<file path="src/rtl/mrfc_pkg.sv">
`timescale 1ns / 1ps

package mrfc_pkg;

   // request kinds carried in req_tuser
   localparam logic [1:0] OP_BYTE  = 2'd0;
   localparam logic [1:0] OP_TICK  = 2'd1;
   localparam logic [1:0] OP_REPLY = 2'd2;

   // result kinds carried in rsp_tuser
   localparam logic [2:0] ST_FRAME_OK   = 3'd0;
   localparam logic [2:0] ST_CRC_ERR    = 3'd1;
   localparam logic [2:0] ST_LEN_ERR    = 3'd2;
   localparam logic [2:0] ST_REPLY_OK   = 3'd3;
   localparam logic [2:0] ST_REPLY_BAD  = 3'd4;
   localparam logic [2:0] ST_TIMEOUT    = 3'd5;

   localparam logic [15:0] CRC_POLY = 16'hA001;
   localparam logic [15:0] CRC_INIT = 16'hFFFF;
   localparam int          MIN_FRAME = 4;

   localparam logic [0:0] REG_GAP_TICKS = 1'b0;
   localparam logic [0:0] REG_TIMEOUT   = 1'b1;

   typedef logic [15:0] word_type;

   // one byte of the reflected CRC-16, eight shift steps
   function automatic word_type crc16_byte(input word_type crc, input logic [7:0] data);
      word_type c;
      c = crc ^ {8'h00, data};
      for (int b = 0; b < 8; b++) begin
         if (c[0]) begin
            c = (c >> 1) ^ CRC_POLY;
         end else begin
            c = c >> 1;
         end
      end
      return c;
   endfunction

endpackage

</file>
<file path="src/rtl/modbus_rtu_frame_checker_top.sv">
`timescale 1ns / 1ps
// A request beat is caught in the input register when accepted; its result then moves
//   into the result register and onto rsp, once that stage is empty or rsp_tready is high.
// Throughput: one request beat per cycle while rsp_tready stays high; the
//   CRC update, counters and frame checks are combinational between the registers.
// Reset: synchronous, active high; clears the pipeline, flags, counters and IDs,
//   and sets gap_ticks to 5 and response_timeout to 1000.
module modbus_rtu_frame_checker_top #(
   parameter int MAX_FRAME = 256
) (
   input  logic        clock,
   input  logic        reset,
   // request stream
   input  logic        req_tvalid,
   output logic        req_tready,
   input  logic [23:0] req_tdata,   // [7:0] data_byte, [23:8] reply_id
   input  logic [1:0]  req_tuser,   // [1:0] operation
   // result stream
   output logic        rsp_tvalid,
   input  logic        rsp_tready,
   output logic [23:0] rsp_tdata,   // [15:0] txn_id, [23:16] frame_len
   output logic [2:0]  rsp_tuser,   // [2:0] status
   // register port
   input  logic        csr_psel,
   input  logic        csr_penable,
   input  logic        csr_pwrite,
   input  logic [2:0]  csr_paddr,
   input  logic [31:0] csr_pwdata,
   output logic [31:0] csr_prdata,
   output logic        csr_pready
);
   import mrfc_pkg::*;

   localparam int CNT_W = $clog2(MAX_FRAME + 1);
   localparam logic [CNT_W-1:0] CNT_MAX = CNT_W'(MAX_FRAME);
   localparam logic [CNT_W-1:0] CNT_MIN = CNT_W'(MIN_FRAME);

   // configuration
   logic [15:0] gap_ticks_ff, gap_ticks_in;
   logic [15:0] timeout_ff, timeout_in;

   // input stage
   logic        s_valid_ff, s_valid_in;
   logic [1:0]  s_op_ff;
   logic [7:0]  s_byte_ff;
   logic [15:0] s_rid_ff;

   // result stage
   logic        o_valid_ff, o_valid_in;
   logic [2:0]  o_status_ff, o_status_in;
   logic [15:0] o_id_ff, o_id_in;
   logic [7:0]  o_len_ff, o_len_in;

   // checker state
   logic             busy_ff, busy_in;
   logic             collecting_ff, collecting_in;
   logic [CNT_W-1:0] byte_count_ff, byte_count_in;
   logic [15:0]      crc_ff, crc_in;
   logic [15:0]      gap_count_ff, gap_count_in;
   logic [15:0]      wait_count_ff, wait_count_in;
   logic [15:0]      next_id_ff, next_id_in;
   logic [15:0]      pending_id_ff, pending_id_in;

   logic        advance;
   logic        res_valid;
   logic        cfg_write;
   logic [15:0] gap_limit, wait_limit, gap_inc, wait_inc;
   logic [15:0] crc_base;
   logic [CNT_W-1:0] count_base;

   assign advance    = s_valid_ff && (!o_valid_ff || rsp_tready);
   assign req_tready = !s_valid_ff || advance;
   assign s_valid_in = (req_tvalid && req_tready) || (s_valid_ff && !advance);

   assign rsp_tvalid = o_valid_ff;
   assign rsp_tdata  = {o_len_ff, o_id_ff};
   assign rsp_tuser  = o_status_ff;

   assign csr_pready = 1'b1;
   assign cfg_write  = csr_psel && csr_penable && csr_pwrite && csr_pready;
   assign csr_prdata = (csr_paddr[2] == REG_TIMEOUT) ? {16'h0000, timeout_ff}
                                                     : {16'h0000, gap_ticks_ff};

   always_comb begin
      gap_ticks_in = gap_ticks_ff;
      timeout_in   = timeout_ff;
      if (cfg_write) begin
         if (csr_paddr[2] == REG_GAP_TICKS) begin
            gap_ticks_in = csr_pwdata[15:0];
         end else begin
            timeout_in = csr_pwdata[15:0];
         end
      end
   end

   // zero in a limit register acts as one
   assign gap_limit  = (gap_ticks_ff == 16'd0) ? 16'd1 : gap_ticks_ff;
   assign wait_limit = (timeout_ff == 16'd0) ? 16'd1 : timeout_ff;
   assign gap_inc    = (gap_count_ff == 16'hFFFF) ? gap_count_ff : gap_count_ff + 16'd1;
   assign wait_inc   = (wait_count_ff == 16'hFFFF) ? wait_count_ff : wait_count_ff + 16'd1;
   // a byte after the frame gap starts a fresh frame
   assign crc_base   = collecting_ff ? crc_ff : CRC_INIT;
   assign count_base = collecting_ff ? byte_count_ff : '0;

   always_comb begin
      busy_in       = busy_ff;
      collecting_in = collecting_ff;
      byte_count_in = byte_count_ff;
      crc_in        = crc_ff;
      gap_count_in  = gap_count_ff;
      wait_count_in = wait_count_ff;
      next_id_in    = next_id_ff;
      pending_id_in = pending_id_ff;
      res_valid     = 1'b0;
      o_status_in   = o_status_ff;
      o_id_in       = o_id_ff;
      o_len_in      = o_len_ff;

      if (advance) begin
         case (s_op_ff)
            OP_BYTE: begin
               if (!busy_ff) begin
                  collecting_in = 1'b1;
                  crc_in        = crc16_byte(crc_base, s_byte_ff);
                  byte_count_in = (count_base < CNT_MAX) ? count_base + CNT_W'(1)
                                                         : count_base;
                  gap_count_in  = 16'd0;
               end
            end
            OP_TICK: begin
               if (busy_ff) begin
                  wait_count_in = wait_inc;
                  if (wait_inc >= wait_limit) begin
                     busy_in     = 1'b0;
                     res_valid   = 1'b1;
                     o_status_in = ST_TIMEOUT;
                     o_id_in     = pending_id_ff;
                     o_len_in    = 8'd0;
                  end
               end else if (collecting_ff) begin
                  gap_count_in = gap_inc;
                  if (gap_inc >= gap_limit) begin
                     collecting_in = 1'b0;
                     gap_count_in  = 16'd0;
                     res_valid     = 1'b1;
                     o_id_in       = 16'd0;
                     o_len_in      = 8'd0;
                     if (byte_count_ff < CNT_MIN || byte_count_ff >= CNT_MAX) begin
                        o_status_in = ST_LEN_ERR;
                     end else if (crc_ff != 16'd0) begin
                        o_status_in = ST_CRC_ERR;
                     end else begin
                        o_status_in   = ST_FRAME_OK;
                        o_id_in       = next_id_ff;
                        o_len_in      = 8'(byte_count_ff - CNT_W'(2));
                        pending_id_in = next_id_ff;
                        next_id_in    = next_id_ff + 16'd1;
                        busy_in       = 1'b1;
                        wait_count_in = 16'd0;
                     end
                  end
               end
            end
            OP_REPLY: begin
               if (busy_ff) begin
                  busy_in     = 1'b0;
                  res_valid   = 1'b1;
                  o_status_in = (s_rid_ff == pending_id_ff) ? ST_REPLY_OK : ST_REPLY_BAD;
                  o_id_in     = pending_id_ff;
                  o_len_in    = 8'd0;
               end
            end
            default: begin
            end
         endcase
      end
   end

   // hold the result until taken, replace it when the next beat advances
   assign o_valid_in = advance ? res_valid : (o_valid_ff && !rsp_tready);

   always_ff @(posedge clock) begin
      if (reset) begin
         gap_ticks_ff  <= 16'd5;
         timeout_ff    <= 16'd1000;
         s_valid_ff    <= 1'b0;
         o_valid_ff    <= 1'b0;
         busy_ff       <= 1'b0;
         collecting_ff <= 1'b0;
         byte_count_ff <= '0;
         crc_ff        <= CRC_INIT;
         gap_count_ff  <= 16'd0;
         wait_count_ff <= 16'd0;
         next_id_ff    <= 16'd0;
         pending_id_ff <= 16'd0;
      end else begin
         gap_ticks_ff  <= gap_ticks_in;
         timeout_ff    <= timeout_in;
         s_valid_ff    <= s_valid_in;
         o_valid_ff    <= o_valid_in;
         busy_ff       <= busy_in;
         collecting_ff <= collecting_in;
         byte_count_ff <= byte_count_in;
         crc_ff        <= crc_in;
         gap_count_ff  <= gap_count_in;
         wait_count_ff <= wait_count_in;
         next_id_ff    <= next_id_in;
         pending_id_ff <= pending_id_in;
      end
   end

   always_ff @(posedge clock) begin
      if (req_tvalid && req_tready) begin
         s_op_ff   <= req_tuser;
         s_byte_ff <= req_tdata[7:0];
         s_rid_ff  <= req_tdata[23:8];
      end
      if (advance && res_valid) begin
         o_status_ff <= o_status_in;
         o_id_ff     <= o_id_in;
         o_len_ff    <= o_len_in;
      end
   end

   a_busy_not_collecting : assert property (@(posedge clock) disable iff (reset)
      !(busy_ff && collecting_ff))
      else $error("busy while collecting a frame");

   a_count_bound : assert property (@(posedge clock) disable iff (reset)
      byte_count_ff <= CNT_MAX)
      else $error("byte count beyond frame limit");

   a_frame_ok_busy : assert property (@(posedge clock) disable iff (reset)
      (advance && res_valid && o_status_in == ST_FRAME_OK)
      |=> (busy_ff && pending_id_ff == $past(next_id_ff) && rsp_tvalid))
      else $error("good frame did not arm the reply wait");

   a_stall_only_when_full : assert property (@(posedge clock) disable iff (reset)
      !req_tready |-> (s_valid_ff && o_valid_ff && !rsp_tready))
      else $error("request stalled without a full result stage");

endmodule

</file>
<file path="config.mk">
export PLATFORM = sky130hd
export DESIGN_NAME = modbus_rtu_frame_checker_top
export DESIGN_NICKNAME = d
export VERILOG_FILES = /design/src/rtl/mrfc_pkg.sv /design/src/rtl/modbus_rtu_frame_checker_top.sv
export SDC_FILE = /design/constraint.sdc
export NUM_CORES = 1
export LEC_CHECK = 0
export BUFFER_PORTS_ARGS = -buffer_cell sky130_fd_sc_hd__buf_4
export CORE_UTILIZATION = 58
export DETAILED_ROUTE_END_ITERATION = 7
export PLACE_DENSITY = 0.8
export SYNTH_ARGS = -nofsm -noshare
export SYNTH_HDL_FRONTEND = slang
export SYNTH_SLANG_ARGS = --single-unit
</file>
<file path="constraint.sdc">
create_clock -name clock -period 7.6 [get_ports clock]
set_input_delay 1.52 -clock clock [delete_from_list [all_inputs] [get_ports clock]]
set_output_delay 1.52 -clock clock [all_outputs]
set_load 0.005 [all_outputs]
</file>
==> results of run 1 <==
## worst register-to-register path: cells and delay by family (launching register included)
| family | cells | cell delay [ns] |
|---|---|---|
| compound gates | 5 | 1.32 |
| xor+xnor | 1 | 0.16 |
| flops | 1 | 0.45 |
| buf+inv | 1 | 0.25 |
| fa+ha+maj | 2 | 0.56 |
| simple gates | 6 | 1.29 |
## report_power, final
group	total [W]	leakage [nW]	internal (W)	switching (W)
Sequential	0.00101	1.56	0.000995	0.0000146
Clock	0.000868	0.279	0.000463	0.000405
Combinational	0.000149	2.40	0.0000652	0.0000841
## state kept, by name (all words and copies together), names as in the netlist, 2 cells and up
name	count
byte_count_ff	9
crc_ff	16
gap_count_ff	16
gap_ticks_ff	16
next_id_ff	16
o_id_ff	16
o_len_ff	8
pending_id_ff	16
rsp_tuser	3
s_byte_ff	8
s_op_ff	2
s_rid_ff	16
timeout_ff	16
wait_count_ff	16
## final cells by class
class / instances / area share [%]
flip-flops and latches: 178 / 38.0
clock buffers: 18 / 3.98
well taps: 216 / 2.51
repair buffers: 103 / 7.18
inverters: 40 / 1.39
clock inverters: 14 / 1.34
multi-input cells: 802 / 45.6
## layer usage
layer  routed length (um)  global-route usage (%)
met1                 9540                    35.1
met2                10300                    44.3
met3                 1520                    5.41
met4                  627                    11.4
met5                    0                       0
## stage by stage
| stage | cell area, um2 | setup WS (ns) | util [%] |
|---|---|---|---|
| floorplan | 9530 | 2.29 | - |
| global placement | 10200 | 3.38 | 64.0 |
| detailed placement | 10200 | 3.28 | 64.0 |
| CTS | 10800 | 3.26 | 67.6 |
| global route | 10800 | 2.90 | 67.6 |
| finish | 10800 | 3.28 | 67.6 |
## layout by cell type (no fill, tap or decap), types with 4 or more instances in the layout
cell type and count:
xnor2_1 48, nand2b_1 11, mux2_2 6, o21a_1 5, o211ai_1 17, o21ai_0 54, and2_1 4, nand3_1 68
or2_1 4, nor3_1 12, nor2_1 57, a31oi_1 9, conb_1 17, ha_1 40, inv_8 4, clkbuf_16 17
edfxtp_1 53, o2bb2ai_1 6, and4_1 5, a21oi_1 89, dfxtp_1 125, o41ai_1 12, a32oi_1 4, mux2i_1 9
o21ai_1 9, xor2_1 17, inv_1 38, nand2_1 175, inv_6 4, or3_1 4, a21o_1 9, a211oi_1 4
or2_2 12, buf_4 103, o311ai_1 6, and3_1 15, nand4_1 14, nor4_1 14, o311ai_0 5
## worst max-delay path by stage
stage	to	slack, ns	cells after the start
after floorplan	o_id_ff[0]	2.29	11
after global placement	o_id_ff[9]	3.38	15
after detailed placement	o_id_ff[6]	3.28	15
after CTS	rsp_tuser[2]	3.26	15
after global routing	o_len_ff[2]	2.90	15
final	o_id_ff[12]	3.28	15
## logic make-up after synthesis
family | synth area share (%)
flops | 43.2
other cells | 0.0792
xor+xnor | 6.84
mux | 2.02
simple gates | 20.6
compound gates | 16.3
buf+inv | 5.69
fa+ha+maj | 5.28
==> out/metrics.yaml, run 1 <==
yosys:
  synth_top_cells_by_count: "175 x nand2_1, 125 x dfxtp_1, 89 x a21oi_1"
  ys_seq_area_share_pct: 43.2
  synth_most_common_cell: "nand2_1"
  async_flop_share_pct: 0
  synth_top_area_share_pct: 26.4
  synth.ff_latch_count: 178
  postSynthCellCount: 1083
  synth_top_cell_by_area: "dfxtp_1"
  synth_area_leaders: "dfxtp_1 26%, edfxtp_1 17%, nand2_1 6.9%"
  yosysWarnings: 0
  synthesis.area_um2: 9480
  synth_edf_count: 53
  synth_ff_type: "dfxtp_1"
  syn_area_per_cell_um2: 8.75
  synth_cell_types: 72
outcome:
  status: "complete, no violations"
sta:
  fin_crit_sh_pct: 56.9
  setup_violations: 0
  final_max_slew_viol_count: 0
  max-slew-margin-rel_pct: 24.0
  rsz0062_at_grt: "false"
  period_minus_slack_ns: 4.32
  clock-skew-final_ns: 0.0111
  hold_viol: 0
  tightest_slew_ns: 1.14
  whs_ns: 0.478
  fin_setup_tns_ns: 0
  fmax_mhz: 231
place:
  io_buffers: 94
  dpl.hpwl_um: 14700
  dp.cells: 1339
  gp_congestion: 0.934
route:
  wirelength_um: 22000
  vias: 8073
  firstDrtPassIters: 6
  ant_nets: 0
  drc: 0
  dr.first_iter.drc_count: 772
  via_per_inst: 5.89
  wl_per_cell_um: 16.1
power:
  leakagePower_nw: 4.24
  power-per-cell-area_nw_per_um2: 188
  peakVddDrop_mv: 0.178
  total_power_w: 0.00203
worst_setup_path:
  r2r_end: "o_id_ff[12]"
  cp_cell_sequence: "ha_1 > nand3_1 > or3_1 > nand2b_1 > nor2_1 > xor2_1 > ha_1 > a21oi_1 > nor2_1 > a2111oi_0 > o211ai_1 > a21oi_1 > or2_1 > a211oi_4 > buf_4"
  timing.critical_path.buf_inv: 1
  endpoint_kind: "flip-flop"
  reg2reg_slack_ns: 3.28
  worst-setup-path-type: "reg -> reg"
  required_ns: 7.77
  critPathArrivalTime_ns: 4.49
  crit_family: "compound AO/OA/AOI/OAI gates"
  reg2reg_from: "wait_count_ff[0]"
  critPathMaxStageDelay_ns: 0.60
  r2r_cells: 15
  crit_fanout: 27
  critPathSlowestCell: "a2111oi_0"
  startpoint_type: "flip-flop"
  crit_start: "wait_count_ff[0]"
clocking:
  clkLatencyLatePin_ns: 0.45
  hold_buffers: 0
  cts.path.max_buffers: 2
  post-cts-setup-buffers: 0
  htree_levels: 4
  cts_resized: 0
  cts_tree: "built"
  clk_transition_reported_paths_ns: 0.07
  clock_sinks: 178
  cts_root_buffer: "clkbuf_16"
  cts_buffers: 17
finish:
  final_cells: 1371
  antenna_cells: 0
  multi_input_area_um2: 4910
  drive_above_1_share_pct: 14.7
  regArea_um2: 4090
  n_fill_cell: 1285
  finalNetCount: 1250
  area_growth_pct: 13.7
global_routing:
  grt_pass1_wl_um: 35900
  grt_overflow: 0
  grt_usage_pct: 27.1
  antenna_found_initial: 0
  grt_pass1_vias: 7460
  grt_max_degree: 90
hold_path:
  holdPathEnd: "gap_ticks_ff[1]"
  holdPathStages: 2
  hp-start: "gap_ticks_ff[1]"
  holdCritPathClass: "reg -> reg"
job:
  drv_cap: 0
die:
  dieArea_um2: 16900
  row_count: 46
  fp.dieH_um: 130
  io_pins: 130
  core_area_um2: 15900
  die_w_um: 130
  start_util_pct: 59.4
No activity file was read; power rests on OpenSTA's default activity.
==> run 2: changes to the inputs <==
Clock period 7.6 ns to 4.02 ns, I/O delays scaled along.
==> out/metrics.yaml, run 2 (synthesis results as in run 1) <==
worst_setup_path:
  required_ns: 4.16  # was 7.77 ns
  crit_fanout: 27  # unchanged
  worst-setup-path-type: "reg -> reg"  # unchanged
  critPathArrivalTime_ns: 3.93  # was 4.49 ns
  startpoint_type: "flip-flop"  # unchanged
  endpoint_kind: "flip-flop"  # unchanged
place:
  dpl.hpwl_um: 15200  # was 14,700 um
  place_ws_ns: 0.115  # was 3.28 ns
  dp.cells: 1351  # was 1,339
  io_buffers: 94  # unchanged
  gp_congestion: 0.870  # was 0.934
  dpl_cell_area_um2: 10300  # was 10,200 um2
clocking:
  clk_transition_reported_paths_ns: 0.07  # about the same
  cts_buffers: 17  # unchanged
  clkLatencyLatePin_ns: 0.44  # was 0.45 ns
  clock_sinks: 178  # unchanged
  cts_root_buffer: "clkbuf_16"  # unchanged
  post-cts-setup-buffers: 0  # unchanged
  cts.path.max_buffers: 2  # unchanged
  cts_tree: "built"  # unchanged
  htree_levels: 4  # unchanged
global_routing:
  antenna_found_initial: 0  # unchanged
  grt_overflow: 0  # unchanged
  grt_pass1_vias: 7426  # was 7,460
  grt_max_degree: 53  # was 90
  grt_usage_pct: 27.7  # was 27.1%
  grt_pass1_wl_um: 36500  # was 35,900 um
power:
  total_power_w: 0.00393  # was 0.00203 W
  switchingPower_w: 0.000949  # was 0.000504 W
  p_int_w: 0.00298  # was 0.00152 W
  peakVddDrop_mv: 0.326  # was 0.178 mV
  clockPowerShare_pct: 44.1  # was 42.8%
  pwr-share-comb_pct: 7.3  # was 7.4%
  swShare_pct: 24.1  # was 24.8%
  power-per-cell-area_nw_per_um2: 359  # was 188 nW/um2
  pwr-share-seq_pct: 48.6  # was 49.8%
  leakagePower_nw: 4.36  # was 4.24 nW
sta:
  setup_violations: 0  # unchanged
  period_minus_slack_ns: 3.79  # was 4.32 ns
  tightest_slew_ns: 1.18  # was 1.14 ns
  finalWorstSetupSlack_ns: 0.226  # was 3.28 ns
  final_max_slew_viol_count: 0  # unchanged
  clock-skew-final_ns: 0.0117  # was 0.0111 ns
  fin_crit_sh_pct: 94.4  # was 56.9%
  hold_viol: 0  # unchanged
  max-slew-margin-rel_pct: 20.8  # was 24.0%
  fmax_mhz: 264  # was 231 MHz
finish:
  fin_area_um2: 10900  # was 10,800 um2
  area_growth_pct: 15.5  # was 13.7%
  finalNetCount: 1262  # was 1,250
  final_common_cell: "nand2_1"  # unchanged
  final_cells: 1383  # was 1,371
  drive_above_1_share_pct: 15.9  # was 14.7%
  layout_common_cells: "175 x nand2_1, 125 x dfxtp_1, 113 x buf_4"  # was 175 x nand2_1, 125 x dfxtp_1, 103 x buf_4
  antenna_cells: 0  # unchanged
die:
  die_w_um: 130  # unchanged
  row_count: 46  # unchanged
  dieArea_um2: 16900  # unchanged
  core_area_um2: 15900  # unchanged
  start_util_pct: 59.4  # unchanged
  fp.dieH_um: 130  # unchanged
  io_pins: 130  # unchanged
route:
  firstDrtPassIters: 6  # unchanged
  via_per_inst: 5.83  # was 5.89
  ant_nets: 0  # unchanged
  dr.first_iter.drc_count: 795  # was 772
  drc: 0  # unchanged
  vias: 8059  # was 8,073
  wl_per_cell_um: 16.2  # was 16.1 um
  wirelength_um: 22400  # was 22,000 um
outcome:
  status: "complete, no violations"  # unchanged
hold_path:
  holdCritPathClass: "reg -> reg"  # unchanged
job:
  drv_cap: 0  # unchanged
run 2: timing repair:
action,CTS,global route
endpoints found under the hold margin,0,0
endpoints found under the setup margin,0,27
resized for setup,0,4
hold buffers,0,0
run 2: final cells by class:
| cell class | instances | area [um2] |
|---|---|---|
| fill | 1273 | 5000 |
| clock inverter | 14 | 164 |
| multi-input combinational | 802 | 4930 |
| inverter | 40 | 150 |
| tap | 216 | 270 |
| clock buffer | 18 | 450 |
| sequential | 178 | 4090 |
| timing repair buffer | 115 | 888 |
run 2: critical path: stages, from the launching register on:
cell and delay, ns:
dfxtp_1 0.42, and4_1 0.31, nand3_1 0.20, nor3_4 0.29
mux2_2 0.40, ha_1 0.28, a21oi_1 0.06, o211ai_1 0.19
a41oi_2 0.23, o31a_1 0.34, or2_1 0.26, a211oi_4 0.29
buf_12 0.22
run 2: final timing paths:
kind / from / endpoint / slack (ns) / cells after the start
min reg2reg: gap_ticks_ff[1] / gap_ticks_ff[1] / 0.48 / 2
min: gap_ticks_ff[1] / gap_ticks_ff[1] / 0.48 / 2
max: gap_count_ff[5] / o_id_ff[6] / 0.23 / 12
max reg2reg: gap_count_ff[5] / o_id_ff[6] / 0.23 / 12
run 2: power groups by stage:
stage | sequential [W] | combinational, W | clock, W
after floorplan | 0.00194 | 0.000197 | 0
after global placement | 0.00195 | 0.000276 | 0
after detailed placement | 0.00195 | 0.000281 | 0
after CTS | 0.00191 | 0.000284 | 0.00175
after global routing | 0.00191 | 0.000311 | 0.00182
final | 0.00191 | 0.000285 | 0.00173
run 2: routing by layer:
metal,vias to the layer above,wire length (um),GRT usage [%]
met4,0,409,9.23
met2,301,10600,46.4
met1,3757,10000,35.8
met5,-,0,0
met3,32,1360,5.62
li1,3969,-,-
run 2: stage by stage:
step                      util (%)  TNS (ns)  hold WS (ns)
after floorplan                  -         0         0.446
after CTS                     68.6         0         0.476
final                         68.7         0         0.478
after global routing          68.7    -0.268         0.495
after global placement        64.7         0         0.458
after detailed placement      64.7         0         0.466
==> run 3: changes to the inputs <==
Settings changed: MAX_ROUTING_LAYER from default to met4.
==> out/metrics.yaml, run 3 (synthesis results as in run 1) <==
sta:
  setup_violations: 0  # unchanged
  final_max_slew_viol_count: 0  # unchanged
  hold_viol: 0  # unchanged
  tightest_slew_ns: 1.14  # was 1.18 ns
  fmax_mhz: 261  # was 264 MHz
  period_minus_slack_ns: 3.83  # was 3.79 ns
  whs_ns: 0.477  # was 0.478 ns
  clock-skew-final_ns: 0.00948  # was 0.0117 ns
  max-slew-margin-rel_pct: 23.4  # was 20.8%
  fin_crit_sh_pct: 95.3  # was 94.4%
die:
  io_pins: 130  # unchanged
  dieArea_um2: 16900  # unchanged
  row_count: 46  # unchanged
  die_w_um: 130  # unchanged
  core_area_um2: 15900  # unchanged
  start_util_pct: 59.4  # unchanged
  fp.dieH_um: 130  # unchanged
finish:
  antenna_cells: 0  # unchanged
  n_fill_cell: 1283  # was 1,273
  final_common_cell: "nand2_1"  # unchanged
  final_cells: 1387  # was 1,383
  fin_util_pct: 68.9  # was 68.7%
  drive_above_1_share_pct: 16.7  # was 15.9%
  finalNetCount: 1266  # was 1,262
  multi_input_area_um2: 4960  # was 4930 um2
  layout_common_cells: "175 x nand2_1, 124 x dfxtp_1, 116 x buf_4"  # was 175 x nand2_1, 125 x dfxtp_1, 113 x buf_4
  area_growth_pct: 15.9  # was 15.5%
  regArea_um2: 4100  # was 4090 um2
worst_setup_path:
  crit_fanout: 13  # was 27
  endpoint_kind: "flip-flop"  # unchanged
  required_ns: 4.21  # was 4.16 ns
  worst-setup-path-type: "reg -> reg"  # unchanged
  startpoint_type: "flip-flop"  # unchanged
  critPathArrivalTime_ns: 4.02  # was 3.93 ns
hold_path:
  holdCritPathClass: "reg -> reg"  # unchanged
global_routing:
  grt_usage_pct: 28.5  # was 27.7%
  grt_pass1_vias: 7511  # was 7,426
  grt_overflow: 0  # unchanged
  grt_max_degree: 69  # was 53
  grt_pass1_wl_um: 36600  # was 36,500 um
  antenna_found_initial: 0  # unchanged
route:
  vias: 8114  # was 8,059
  firstDrtPassIters: 5  # was 6
  wl_per_cell_um: 16.1  # was 16.2 um
  wirelength_um: 22300  # was 22,400 um
  drc: 0  # unchanged
  dr.first_iter.drc_count: 663  # was 795
  via_per_inst: 5.85  # was 5.83
  ant_nets: 0  # unchanged
clocking:
  cts_tree: "built"  # unchanged
  cts.path.max_buffers: 2  # unchanged
  clock_sinks: 178  # unchanged
  cts_buffers: 17  # unchanged
  clk_transition_reported_paths_ns: 0.07  # about the same
  hold_buffers: 0  # unchanged
  htree_levels: 4  # unchanged
  clkLatencyLatePin_ns: 0.43  # was 0.44 ns
  cts_root_buffer: "clkbuf_16"  # unchanged
place:
  io_buffers: 94  # unchanged
  gp_congestion: 0.894  # was 0.870
  dpl.hpwl_um: 15000  # was 15,200 um
  dp.cells: 1353  # was 1,351
power:
  leakagePower_nw: 4.36  # about the same
  peakVddDrop_mv: 0.312  # was 0.326 mV
  power-per-cell-area_nw_per_um2: 345  # was 359 nW/um2
outcome:
  status: "complete, no violations"  # unchanged
job:
  drv_cap: 0  # unchanged
## run 3: changes by cell type in the layout (fill, tap and decap cells not counted), sizes merged
cell,delta
buf,+3
bufinv,-2
clkbuf,+1
clkinv,+1
clkinvlp,+1
## run 3: worst max-delay path: stages (launching register included)
cell       delay, ns
dfxtp_1         0.43
nand2_1         0.11
or2_1           0.29
nor3_2          0.22
nor2_1          0.11
and3_1          0.22
xor2_2          0.16
ha_1            0.33
a21o_1          0.18
a21o_1          0.21
a2111oi_4       0.37
o211ai_1        0.18
a21oi_2         0.21
or2_4           0.16
a211oi_4        0.05
buf_4           0.17
clkbuf_16       0.18
## run 3: layer usage
layer	vias to the layer above	share of wire, %	track usage (%)
met2	327	48	45.9
met4	0	1.9	9.78
met5	-	0	-
li1	3971	-	-
met1	3784	44	36.0
met3	32	6.3	5.25
## run 3: final timing paths
check	depth (start not counted)	start	slack, ns	end
max	16	wait_count_ff[11]	0.19	o_len_ff[2]
min	2	gap_ticks_ff[13]	0.48	gap_ticks_ff[13]
max reg2reg	16	wait_count_ff[11]	0.19	o_len_ff[2]
min reg2reg	2	gap_ticks_ff[13]	0.48	gap_ticks_ff[13]
## run 3: layout make-up
| type | count | area share, % |
|---|---|---|
| multi-input combinational | 802 | 45.2 |
| clock inverter | 14 | 1.06 |
| inverter | 40 | 1.37 |
| timing repair buffer | 119 | 8.52 |
| tap | 216 | 2.46 |
| sequential | 178 | 37.3 |
| clock buffer | 18 | 4.10 |
## run 3: through the flow
step | cell area, um2 | setup WS (ns) | total power, W | setup TNS [ns]
final | 11000 | 0.191 | 0.00379 | 0
after global routing | 11000 | -0.0234 | 0.00392 | -0.254
after CTS | 10900 | 0.0587 | 0.00380 | 0
after detailed placement | 10300 | 0.109 | 0.00223 | 0
after global placement | 10300 | 0.207 | 0.00223 | 0
after floorplan | 9550 | 0.000986 | 0.00214 | 0
## run 3: power breakdown
group	internal [W]	switching, W
Sequential	0.00188	0.0000265
Combinational	0.000128	0.000161
Clock	0.000846	0.000743
## run 3: repair_timing
item	4_1_cts	5_1_grt
endpoints found under the setup margin	0	29
resized for setup	0	12
setup buffers	0	1
